[src/hw/rtl/lsfa_pkg.sv]
// Package: shared state codes and the control struct for the seat allocator.
`default_nettype none
package lsfa_pkg;

   typedef enum logic [3:0] {
      ST_LOAD,
      ST_CLEAR,
      ST_SCAN,
      ST_SCAN_WAIT,
      ST_EVENT,
      ST_DEP_RD,
      ST_DEP_WR,
      ST_DEP_RD2,
      ST_DEP_WR2,
      ST_ARR_RD,
      ST_ARR_CHK,
      ST_ARR_RD2,
      ST_ARR_WR2,
      ST_NEXT,
      ST_RPT_RD,
      ST_RPT_OUT
   } state_type;

   // Control from the sequencer to the next-event selector.
   typedef struct packed {
      logic restart;     // new set: forget the last processed event
      logic scan_start;  // new scan: forget the running minimum
      logic sample;      // read data of one occupant is valid
      logic commit;      // the running minimum becomes the last processed event
   } sel_ctrl_type;

endpackage
`default_nettype wire

[src/hw/rtl/lsfa_next_event.sv]
// Module: running-minimum selector that finds the next event key above the last one.
`default_nettype none
module lsfa_next_event #(
   parameter int TIME_BITS = 16,
   parameter int IDX_BITS  = 8
) (
   input  wire logic                          clock,
   input  wire logic                          reset,
   input  wire lsfa_pkg::sel_ctrl_type        ctrl,
   input  wire logic [TIME_BITS-1:0]          arr_time,
   input  wire logic [TIME_BITS-1:0]          dep_time,
   input  wire logic [IDX_BITS-1:0]           idx,
   output logic [TIME_BITS+IDX_BITS:0]        best_key,
   output logic                               best_found
);

   localparam int KW = TIME_BITS + 1 + IDX_BITS;

   logic [KW-1:0] prev_ff, prev_in;
   logic          have_prev_ff, have_prev_in;
   logic [KW-1:0] best_ff, best_in;
   logic          best_valid_ff, best_valid_in;

   logic [KW-1:0] key_a, key_d, pair_key;
   logic          ok_a, ok_d, pair_ok;

   // Build both keys: time, then kind (departure first), then index
   assign key_a = {arr_time, 1'b1, idx};
   assign key_d = {dep_time, 1'b0, idx};

   // Pick the smaller eligible key of this occupant
   always_comb begin
      ok_a = !have_prev_ff || (key_a > prev_ff);
      ok_d = !have_prev_ff || (key_d > prev_ff);
      pair_ok = ok_a || ok_d;
      if (ok_a && ok_d) begin
         pair_key = (key_a < key_d) ? key_a : key_d;
      end else if (ok_a) begin
         pair_key = key_a;
      end else begin
         pair_key = key_d;
      end
   end

   // Fold into the running minimum, advance the last processed key
   always_comb begin
      prev_in       = prev_ff;
      have_prev_in  = have_prev_ff;
      best_in       = best_ff;
      best_valid_in = best_valid_ff;
      if (ctrl.commit) begin
         prev_in      = best_ff;
         have_prev_in = 1'b1;
      end
      if (ctrl.restart) begin
         have_prev_in = 1'b0;
      end
      if (ctrl.scan_start) begin
         best_valid_in = 1'b0;
      end else if (ctrl.sample && pair_ok && (!best_valid_ff || pair_key < best_ff)) begin
         best_in       = pair_key;
         best_valid_in = 1'b1;
      end
   end

   always_ff @(posedge clock) begin
      if (reset) begin
         have_prev_ff  <= 1'b0;
         best_valid_ff <= 1'b0;
      end else begin
         have_prev_ff  <= have_prev_in;
         best_valid_ff <= best_valid_in;
      end
   end

   always_ff @(posedge clock) begin
      prev_ff <= prev_in;
      best_ff <= best_in;
   end

   assign best_key   = best_ff;
   assign best_found = best_valid_ff;

endmodule
`default_nettype wire

[config.mk]
export PLATFORM = sky130hd
export DESIGN_NAME = lsfa_next_event
export DESIGN_NICKNAME = d
export VERILOG_FILES = /design/src/hw/rtl/lsfa_pkg.sv /design/src/hw/rtl/lsfa_next_event.sv
export SDC_FILE = /design/constraint.sdc
export NUM_CORES = 1
export LEC_CHECK = 0
export BUFFER_PORTS_ARGS = -buffer_cell sky130_fd_sc_hd__buf_4
export CORE_UTILIZATION = 51
export CTS_CLUSTER_SIZE = 28
export DETAILED_ROUTE_END_ITERATION = 8
export PLACE_DENSITY = 0.74
export SETUP_SLACK_MARGIN = 0.02
export SLEW_MARGIN = 20
export SYNTH_ARGS = -nofsm -noshare
export SYNTH_HDL_FRONTEND = slang
export SYNTH_SLANG_ARGS = --single-unit
[constraint.sdc]
create_clock -name clock -period 5.6 [get_ports clock]
set_input_delay 0.56 -clock clock [delete_from_list [all_inputs] [get_ports clock]]
set_output_delay 0.56 -clock clock [all_outputs]
set_load 0.01 [all_outputs]
## After elaboration in Yosys (flattened, before gate mapping)

Index checks and enable logic that the tools add are counted.

- Muxes and demuxes: 3
- Reductions and logical operators: 12
- Bitwise logic cells: 1
- $lt $le $gt $ge: 4

Operators with widths:

| cell | count |
|---|---|
| $mux 25 | 3 |
| $gt 25x25->1 | 2 |
| $lt 25x25->1 | 2 |
| $logic_or 1x1->1 | 4 |
| $reduce_or 2->1 | 2 |
| $logic_and 1x1->1 | 3 |
| $logic_not 1->1 | 2 |
| $reduce_and 2->1 | 1 |
| $not 1->1 | 1 |

- Logic and storage cells: 24
- Output and inout port bits: 26
- Input bits: 46
- Register bits after elaboration: 52

## Depth between registers and ports, before layout

Gate-level depths: netlist of run 1.

- Depth in word-level cells: 8
- Depth in mapped cells: 19

## Least setup slack after synthesis of run 1

Ideal clock, no wire load.

- Kind: input to register
- Start point: input dep_time[14]
- End point: register best_ff[0], in the netlist best_key[0] (enable)
- Slack: -0.383 ns
- Stages: 17
- Arrival: 5.537 ns
- Cells stage by stage: ha_1 > nand4_2 > nor4_2 > nor3b_2 > and3_1 > nand2_1 > a32o_2 > buf_6 > a221o_1 > ha_1 > a21o_1 > a21o_1 > a21oi_1 > o21a_1 > o221ai_1 > a21o_1 > a211oi_1

- Longest elaborated chain between the ends: 8
- Elaborated cells on any way between the ends: 13
- Classes of those cells: order compare: 3; mux: 3; reduce/logical: 7

RTL lines:

| item | RTL line | RTL |
|---|---|---|
| from (decl) | lsfa_next_event.sv:11 | `input wire logic [TIME_BITS-1:0] dep_time,` |
| $gt 25x25->1 | lsfa_next_event.sv:34 | `ok_d = !have_prev_ff \|\| (key_d > prev_ff);` |
| $logic_or 1x1->1 | lsfa_next_event.sv:34 |  |
| $logic_and 1x1->1 | lsfa_next_event.sv:36 | `if (ok_a && ok_d) begin` |
| $mux 25 * | lsfa_next_event.sv:36 |  |
| named net pair_key[18] | lsfa_next_event.sv:24 | `logic [KW-1:0] key_a, key_d, pair_key;` |
| $lt 25x25->1 * | lsfa_next_event.sv:60 | `end else if (ctrl.sample && pair_ok && (!best_valid_ff \|\| pair_key < best_ff)) begin` |
| $logic_or 1x1->1 * | lsfa_next_event.sv:60 |  |
| $logic_and 1x1->1 * | lsfa_next_event.sv:60 |  |
| $reduce_and 2->1 (no source line) * | n/a |  |
| to (signal assigned) | lsfa_next_event.sv:78 | `best_ff <= best_in;` |
| to (decl) | lsfa_next_event.sv:21 | `logic [KW-1:0] best_ff, best_in;` |

Mark *: on every way through the listed nets, which the timed path passes. The rest lies on a longest branch.
A chain may end at the register's enable or synchronous reset.

## Worst setup path after layout of run 1

- Start point: register prev_ff[16]
- End point: register best_ff[11], in the netlist best_key[11] (enable)

- Longest elaborated chain between the ends: 8
- Elaborated cells on any way between the ends: 13
- Classes of those cells: order compare: 3; mux: 2; reduce/logical: 8

RTL lines:

| item | RTL line | RTL |
|---|---|---|
| from (decl) | lsfa_next_event.sv:19 | `logic [KW-1:0] prev_ff, prev_in;` |
| from (signal assigned) | lsfa_next_event.sv:77 | `prev_ff <= prev_in;` |
| $gt 25x25->1 (on tied branches) | lsfa_next_event.sv:33, lsfa_next_event.sv:34 |  |
| $logic_or 1x1->1 (on tied branches) | lsfa_next_event.sv:33, lsfa_next_event.sv:34 |  |
| $mux 25 / $logic_and 1x1->1 (equally long branches) | lsfa_next_event.sv:38, lsfa_next_event.sv:36 |  |
| $mux 25 * | lsfa_next_event.sv:36 |  |
| named net pair_key[14] | lsfa_next_event.sv:24 |  |
| $lt 25x25->1 * | lsfa_next_event.sv:60 |  |
| $logic_or 1x1->1 * | lsfa_next_event.sv:60 |  |
| $logic_and 1x1->1 * | lsfa_next_event.sv:60 |  |
| $reduce_and 2->1 (no source line) * | n/a |  |

Marked as above.

==> results.yml, run 1 <==
run_status:
  status: "completed"
timing:
  drv_slew: 0
  hold-worst-slack_ps: 403
  tns_ps: 0
  finalCritPeriodShare_pct: 87.8
  hold_viol: 0
  rsz0062_at_grt: "false"
  setup_viol: 0
  finClkSkew_ps: 6.44
  worst_slack_ps: 681
  fmax_mhz: 203
  fin_crit_ps: 4920
  relSlewSlack_pct: 45.7
  tightestPinTransition_ps: 815
logic_synthesis:
  synth_xor_xnor_area_share_pct: 0
  synthMuxAreaShare_pct: 3.96
  yosys-top-cells-area: "edfxtp_1 (37%), ha_1 (24%), inv_1 (6.3%)"
  async_reset_ff_share_pct: 0
  synth.avg_cell_area_um2: 10.5
  yosysSeqAreaShare_pct: 38.1
  ys_top_cells_by_count: "ha_1 (79), inv_1 (68), edfxtp_1 (50)"
  synth_ff_type: "edfxtp_1"
  synthAdderAreaFrac_pct: 24.4
  synth-edff-count: 50
  synth_nets: 512
  synth_top_family_by_area: "adder cells"
  yosys.area_share.simple_pct: 9.46
  synth-seq-cells: 52
  yosysMostFrequentCell: "ha_1"
  ys_types: 45
  synth_area_leader_cell: "edfxtp_1"
  syn_area_um2: 4050
  yosys_warnings: 0
  yosysTopAreaCellShare_pct: 37.1
  syn_inst: 387
  synth-compound-area-share_pct: 16.3
detailed_routing:
  wl_met2_um: 4470
  wl_um: 9630
  drtIter0Drc: 108
  drtPass1Iterations: 4
  vias_per_cell: 5.66
  antenna_left: 0
  drt-wirelength-per-cell_um: 17.0
  post-route-drc-count: 0
  wl_met3_um: 546
  vias: 3214
  detail_route.wirelength.met1_um: 4400
  top_layer: "met4"
worst_setup_path:
  crit_path_frequent_cell: "a21o_1"
  worstPathRequired_ps: 5600
  critPathCaptureType: "flop"
  critPathLaunchType: "flop"
  cp_max_fo: 17
  slowest_stage: "o22ai_2"
  worstPathCellList: "inv_1 -> ha_1 -> nand2_1 -> o21a_1 -> o221a_2 -> o211ai_1 -> o211ai_1 -> o22ai_2 -> a221o_1 -> ha_1 -> a21o_1 -> a21o_1 -> a21oi_1 -> o21a_1 -> o221ai_1 -> a21o_1 -> a211oi_4 -> buf_4"
  slowest_delay_ps: 690
  arrival_ps: 4920
  path_class: "reg2reg"
layout:
  layout.cells.non_filler: 568
  drive_above_1_share_pct: 21.2
  syn_to_final_growth_pct: 19.0
  nets: 590
  num_antenna_cells: 0
clocking:
  root_buffer: "clkbuf_8"
  cts_buffers: 5
  ctsLongestPathBuffers: 2
  cts_tree: "yes"
  clock-sinks: 52
  htree_levels: 2
  cts_resized: 0
  cts_setup_buffers: 0
  clock_latency_ps: 310
  clk_pin_slew_ps: 90
  cts_hold_buf: 0
placement:
  post-place-cells: 560
  port_buffers: 71
  hpwl_um: 7580
  place_ws_ps: 459
  gp_congestion: 0.858
run:
  drv_cap: 0
floorplanning:
  io_pins: 72
  fp.dieW_um: 91.1
  core_um2: 7690
  dieArea_um2: 8290
  start_util_pct: 52.6
  rows: 32
  die_h_um: 91.1
global_route:
  grt_max_degree: 27
  antenna_found_initial: 0
  grt_first_pass_wirelength_um: 15300
  globalRouteOverflowTotal: 0
  grt_pass1_vias: 3216
  grt_use_total_pct: 23.9
power:
  p_per_area_nw_per_um2: 222
  p_leak_nw: 2.36
  peakVddDrop_mv: 0.105
  total_power_mw: 1.07
min_path:
  hp-class: "in2reg"
-- worst max-delay path, delay by kind of cell, from the launching register on --
family / cells / cell delay (ps)
buf+inv: 2 / 370
fa+ha+maj: 2 / 580
flops: 1 / 340
compound gates: 13 / 3260
simple gates: 1 / 60
-- path summary, 6_finish.rpt --
check	startpoint	endpoint	slack, ps	cells past startpoint
min	ctrl[3]	have_prev_ff	400	2
max reg2reg	prev_ff[16]	best_key[11]	680	18
min reg2reg	best_key[3]	prev_ff[3]	490	0
max	prev_ff[16]	best_key[11]	680	18
-- area by class of cell --
type,instances,area [um2]
fill,668,2870
clock inverter,2,35.0
timing repair buffer,77,578
tap,102,128
sequential,52,1540
clock buffer,6,72.6
multi-input combinational,261,2200
inverter,68,255
-- logic make-up after synthesis --
| family | Yosys count |
|---|---|
| buffers and inverters | 74 |
| flip-flops | 52 |
| adder cells (fa/ha/maj) | 79 |
| AND/OR/NAND/NOR | 75 |
| multiplexers | 16 |
| AO/OA/AOI/OAI | 91 |
-- cells in the final DEF, fill, tap and decap left out, types with 3 or more instances in the layout --
cell,instances
a21o_1,14
a21oi_1,28
a221o_1,11
a221o_2,5
buf_4,77
clkbuf_8,5
edfxtp_1,50
ha_1,79
inv_1,68
mux2i_1,16
nand2_1,16
nand3_1,7
nand4_1,11
nor2_1,22
nor3_1,6
o211ai_1,3
o21a_1,5
o21ai_0,9
-- registers in the layout, summed over array words and instances (netlist names) --
register      count
have_prev_ff      1
best_found        1
best_key         25
prev_ff          25
-- through the flow --
step	area, um2	utilization (%)
global route	4810	62.6
detailed placement	4710	61.2
floorplan	4050	-
finish	4810	62.6
global placement	4710	61.2
CTS	4810	62.6
-- power by group --
group          switching (mW)  internal [mW]
registers              0.0138          0.460
logic                   0.183          0.152
clock network           0.126          0.133
-- routing by layer --
metal  track usage, %  vias up
li1                 -     1592
met1             30.3     1517
met2             40.0       86
met3             5.03       19
met4             8.99        0
met5                0        -
(Power assumes the default switching activity.)
==> run 2, diff against run 1 <==
--- a/config.mk
+++ b/config.mk
@@ -9,6 +9,7 @@
 export CORE_UTILIZATION = 51
 export CTS_CLUSTER_SIZE = 28
 export DETAILED_ROUTE_END_ITERATION = 8
+export MAX_ROUTING_LAYER = met4
 export PLACE_DENSITY = 0.74
 export SETUP_SLACK_MARGIN = 0.02
 export SLEW_MARGIN = 20
==> run 2 against run 1 <==
Effect of this change: final area is the same; worst setup slack got worse by 62 ps; largest cell class unchanged; largest power group unchanged; first-iteration DRC count increased by 19%; clock power hardly changed; die area unchanged; clock skew rose by 1.3 ps.
==> results.yml, run 2 (synthesized netlist as in run 1, its figures left out) <==
floorplanning:
  rows: 32
  fp.dieW_um: 91.1
  core_um2: 7690
  start_util_pct: 52.6
  io_pins: 72
  die_h_um: 91.1
  dieArea_um2: 8290
worst_setup_path:
  critPathLaunchType: "flop"
  slowest_delay_ps: 700
  arrival_ps: 5030
  r2r_slack_ps: 620
  slowest_stage: "o22ai_2"
  path_class: "reg2reg"
  worstPathCellList: "inv_1 -> ha_1 -> a21oi_1 -> o21ai_0 -> a22o_1 -> nor4_1 -> a21oi_2 -> o22ai_2 -> a221o_1 -> ha_1 -> nand4_1 -> or3_1 -> a2111oi_0 -> buf_4 -> a211oi_4 -> buf_4"
  critPathCaptureType: "flop"
  worstPathRequired_ps: 5650
  crit_family: "compound AO/OA/AOI/OAI gates"
  path_buf_inv: 3
  cp_max_fo: 17
detailed_routing:
  drt-wirelength-per-cell_um: 17.4
  post-route-drc-count: 0
  drtPass1Iterations: 4
  vias_per_cell: 5.82
  antenna_left: 0
  vias: 3306
  wl_um: 9880
  drtIter0Drc: 128
timing:
  fin_crit_ps: 4980
  relSlewSlack_pct: 45.5
  hold_viol: 0
  rsz0062_at_grt: "false"
  fmax_mhz: 201
  setup_viol: 0
  drv_slew: 0
  tightestPinTransition_ps: 817
  hold-worst-slack_ps: 424
  worst_slack_ps: 619
  finClkSkew_ps: 7.70
  finalCritPeriodShare_pct: 88.9
  tns_ps: 0
global_route:
  grt_pass1_vias: 3345
  globalRouteOverflowTotal: 0
  grt_max_degree: 27
  grt_use_total_pct: 25.2
  grt_first_pass_wirelength_um: 15900
  antenna_found_initial: 0
placement:
  hpwl_um: 7610
  gp_congestion: 0.876
  place_ws_ps: 456
  port_buffers: 71
power:
  p_int_uw: 746
  p_per_area_nw_per_um2: 222
  clockPowerShare_pct: 24.1
  p_leak_nw: 2.36
  seq_power_share_pct: 44.4
  p_sw_share_pct: 30.2
  netSwitchingPower_uw: 323
  total_power_mw: 1.07
  peakVddDrop_mv: 0.127
  combinationalPowerShare_pct: 31.5
clocking:
  clock-sinks: 52
  cts_buffers: 5
  htree_levels: 2
  root_buffer: "clkbuf_8"
  clk_pin_slew_ps: 90
  ctsLongestPathBuffers: 2
  cts_setup_buffers: 0
  cts_hold_buf: 0
  cts_tree: "yes"
  cts_resized: 0
  clock_latency_ps: 300
run:
  drv_cap: 0
min_path:
  hp-class: "in2reg"
layout:
  num_antenna_cells: 0
  drive_above_1_share_pct: 21.2
  final_cell_mix: "ha_1 (79), buf_4 (77), inv_1 (68), edfxtp_1 (50), a21oi_1 (28)"
  nets: 590
  layout_commonest_cell: "ha_1"
  syn_to_final_growth_pct: 19.0
run_status:
  status: "completed"
run 2: cell counts in the layout (fill, tap and decap cells not counted):
No cell type changed its count.
run 2: layout make-up:
cell class | instances | area (um2)
inverter | 68 | 255
multi-input combinational | 261 | 2200
fill | 699 | 2870
tap | 102 | 128
sequential | 52 | 1540
clock inverter | 2 | 35.0
timing repair buffer | 77 | 578
clock buffer | 6 | 72.6
run 2: final timing paths:
path / depth (start not counted) / start / to
worst max-delay path: 16 / prev_ff[12] / best_key[11]
worst min-delay path: 2 / ctrl[3] / have_prev_ff
worst max register to register: 16 / prev_ff[12] / best_key[11]
worst min register to register: 0 / best_key[7] / prev_ff[7]
run 2: routing by layer:
metal | GRT usage (%) | routed length [um] | up-vias
li1 | - | - | 1594
met1 | 30.6 | 4380 | 1608
met2 | 42.9 | 4740 | 90
met3 | 3.77 | 556 | 14
met4 | 8.47 | 200 | 0
met5 | - | 0 | -
run 2: power groups by stage:
stage | Combinational (mW) | Sequential (mW) | Clock, mW
after floorplan | 0.206 | 0.486 | 0
after global placement | 0.322 | 0.483 | 0
after detailed placement | 0.331 | 0.483 | 0
after CTS | 0.335 | 0.474 | 0.263
after global routing | 0.376 | 0.477 | 0.272
final | 0.337 | 0.474 | 0.258
run 2: stage by stage:
| stage | instance area, um2 | cells | utilization, % |
|---|---|---|---|
| after floorplan | 4050 | 387 | - |
| after global placement | 4710 | 560 | 61.2 |
| after detailed placement | 4710 | 560 | 61.2 |
| after CTS | 4810 | 568 | 62.6 |
| after global routing | 4810 | 568 | 62.6 |
| final | 4810 | 568 | 62.6 |
==> run 3, diff against run 2 <==
--- a/config.mk
+++ b/config.mk
@@ -6,11 +6,11 @@
 export NUM_CORES = 1
 export LEC_CHECK = 0
 export BUFFER_PORTS_ARGS = -buffer_cell sky130_fd_sc_hd__buf_4
-export CORE_UTILIZATION = 51
+export CORE_UTILIZATION = 55
 export CTS_CLUSTER_SIZE = 28
 export DETAILED_ROUTE_END_ITERATION = 8
 export MAX_ROUTING_LAYER = met4
-export PLACE_DENSITY = 0.74
+export PLACE_DENSITY = 0.76
 export SETUP_SLACK_MARGIN = 0.02
 export SLEW_MARGIN = 20
 export SYNTH_ARGS = -nofsm -noshare
==> constraint.sdc (replaced) <==
create_clock -name clock -period 4.72 [get_ports clock]
set_input_delay 0.472 -clock clock [delete_from_list [all_inputs] [get_ports clock]]
set_output_delay 0.472 -clock clock [all_outputs]
set_load 0.01 [all_outputs]
==> run 3 against run 2 <==
Effect of this change: via count increased by 5.9%; global-route usage increased by 2.4 points; fmax increased by 6.2%; sequential power increased by 19%; wire length increased by 6.0%; sequential cell count unchanged; final cell count increased by 7.0%; worst setup slack got worse by 590 ps; sequential share of layout area decreased by 2.9 points; final area increased by 10%; clock power increased by 7.8%; non-clock buffer count increased by 45.
==> results.yml, run 3 (synthesized netlist as in run 1, its figures left out) <==
timing:
  finalCritPeriodShare_pct: 99.4
  fin_crit_ps: 4690
  relSlewSlack_pct: 60.3
  rsz0062_at_grt: "true"
  tightestPinTransition_ps: 595
  hold-worst-slack_ps: 303
  drv_slew: 0
  finClkSkew_ps: 12.9
  fmax_mhz: 213
  setup_viol: 0
  hold_viol: 0
worst_setup_path:
  arrival_ps: 4730
  worstPathCellList: "inv_1 -> ha_4 -> nand4_1 -> nor4_4 -> buf_4 -> a22o_1 -> nor4_1 -> buf_4 -> a21oi_4 -> o22ai_4 -> buf_4 -> a221o_1 -> ha_1 -> a21o_1 -> a21o_1 -> a21oi_1 -> o21a_1 -> o221ai_2 -> a21o_1 -> a211oi_4 -> buf_6"
  slowest_delay_ps: 390
  crit_family: "compound AO/OA/AOI/OAI gates"
  slowest_stage: "nor4_4"
  cp.depth: 21
  path_buf_inv: 5
  worstRegToRegCells: 21
  worstPathRequired_ps: 4750
  cp_max_fo: 11
  critPathCaptureType: "flop"
  path_class: "reg2reg"
  critPathLaunchType: "flop"
clocking:
  ctsLongestPathBuffers: 2
  clock-sinks: 52
  clock_latency_ps: 320
  cts_hold_buf: 0
  cts_tree: "yes"
  clk_pin_slew_ps: 110
  htree_levels: 2
  cts_buffers: 5
  root_buffer: "clkbuf_8"
placement:
  gp_congestion: 0.865
  post-place-cells: 594
  port_buffers: 71
  placed_area_um2: 5000
  hpwl_um: 8120
floorplanning:
  rows: 30
  fp.dieW_um: 87.8
  dieArea_um2: 7700
  die_h_um: 87.8
  io_pins: 72
  start_util_pct: 58.3
  core_um2: 6940
layout:
  syn_to_final_growth_pct: 31.1
  num_antenna_cells: 0
  final_cell_mix: "buf_4 (118), ha_1 (75), inv_1 (65), edfxtp_1 (50), a21oi_1 (26)"
  layout_commonest_cell: "buf_4"
  utilization_pct: 76.3
  drive_above_1_share_pct: 31.6
  design_area_um2: 5300
  nets: 636
  layout.cells.non_filler: 608
detailed_routing:
  antenna_left: 0
  wl_um: 10500
  vias: 3501
  drt-wirelength-per-cell_um: 17.2
  post-route-drc-count: 0
  drtIter0Drc: 271
  vias_per_cell: 5.76
  drtPass1Iterations: 5
run_status:
  status: "completed"
run:
  drv_cap: 0
global_route:
  antenna_found_initial: 0
  grt_first_pass_wirelength_um: 15700
  grt_max_degree: 27
  grt_use_total_pct: 27.5
  grt_pass1_vias: 3345
  globalRouteOverflowTotal: 0
min_path:
  hp-class: "in2reg"
  holdPathStages: 2
power:
  p_per_area_nw_per_um2: 247
  peakVddDrop_mv: 0.154
  p_leak_nw: 2.61
==> run 3: final cells by class <==
cell class	count	area, um2
clock buffer	5	68.8
tap	96	120
multi-input combinational	262	2360
clock inverter	3	25.0
inverter	68	255
sequential	52	1540
timing repair buffer	122	931
fill	483	1640
==> run 3: where the power goes <==
part	internal, mW	total (mW)	leakage [nW]	switching [mW]
Clock	0.109	0.278	0.0452	0.169
Combinational	0.224	0.466	2.08	0.243
Sequential	0.546	0.565	0.492	0.0187
==> run 3: worst paths after layout <==
kind / slack [ps] / startpoint / to
worst max register to register: 30 / prev_ff[18] / best_key[24]
worst min-delay path: 300 / ctrl[3] / have_prev_ff
worst min register to register: 490 / best_key[2] / prev_ff[2]
worst max-delay path: 30 / prev_ff[18] / best_key[24]
==> run 3: metrics by stage <==
stage	total power, mW	setup TNS (ps)	setup WS, ps
2_1_floorplan	0.822	0	29.3
3_3_place_gp	0.990	-3870	-169
3_5_place_dp	1.00	-5500	-241
4_1_cts	1.28	0	37.8
5_1_grt	1.37	-2170	-105
6_report	1.31	0	29.7
==> run 3: layer usage <==
| layer | global-route usage (%) | routed length, um | up-vias |
|---|---|---|---|
| met5 | - | 0 | - |
| met4 | 4.77 | 144 | 0 |
| met3 | 3.49 | 594 | 19 |
| met2 | 45.5 | 4930 | 138 |
| met1 | 36.7 | 4800 | 1654 |
| li1 | - | - | 1690 |
==> run 3: repair_timing <==
action | CTS | global route
endpoints found under the setup margin | 25 | 25
resized for setup | 5 | 24
cloned | 0 | 2
buffers inserted | 0 | 4
pin swaps | 2 | 15
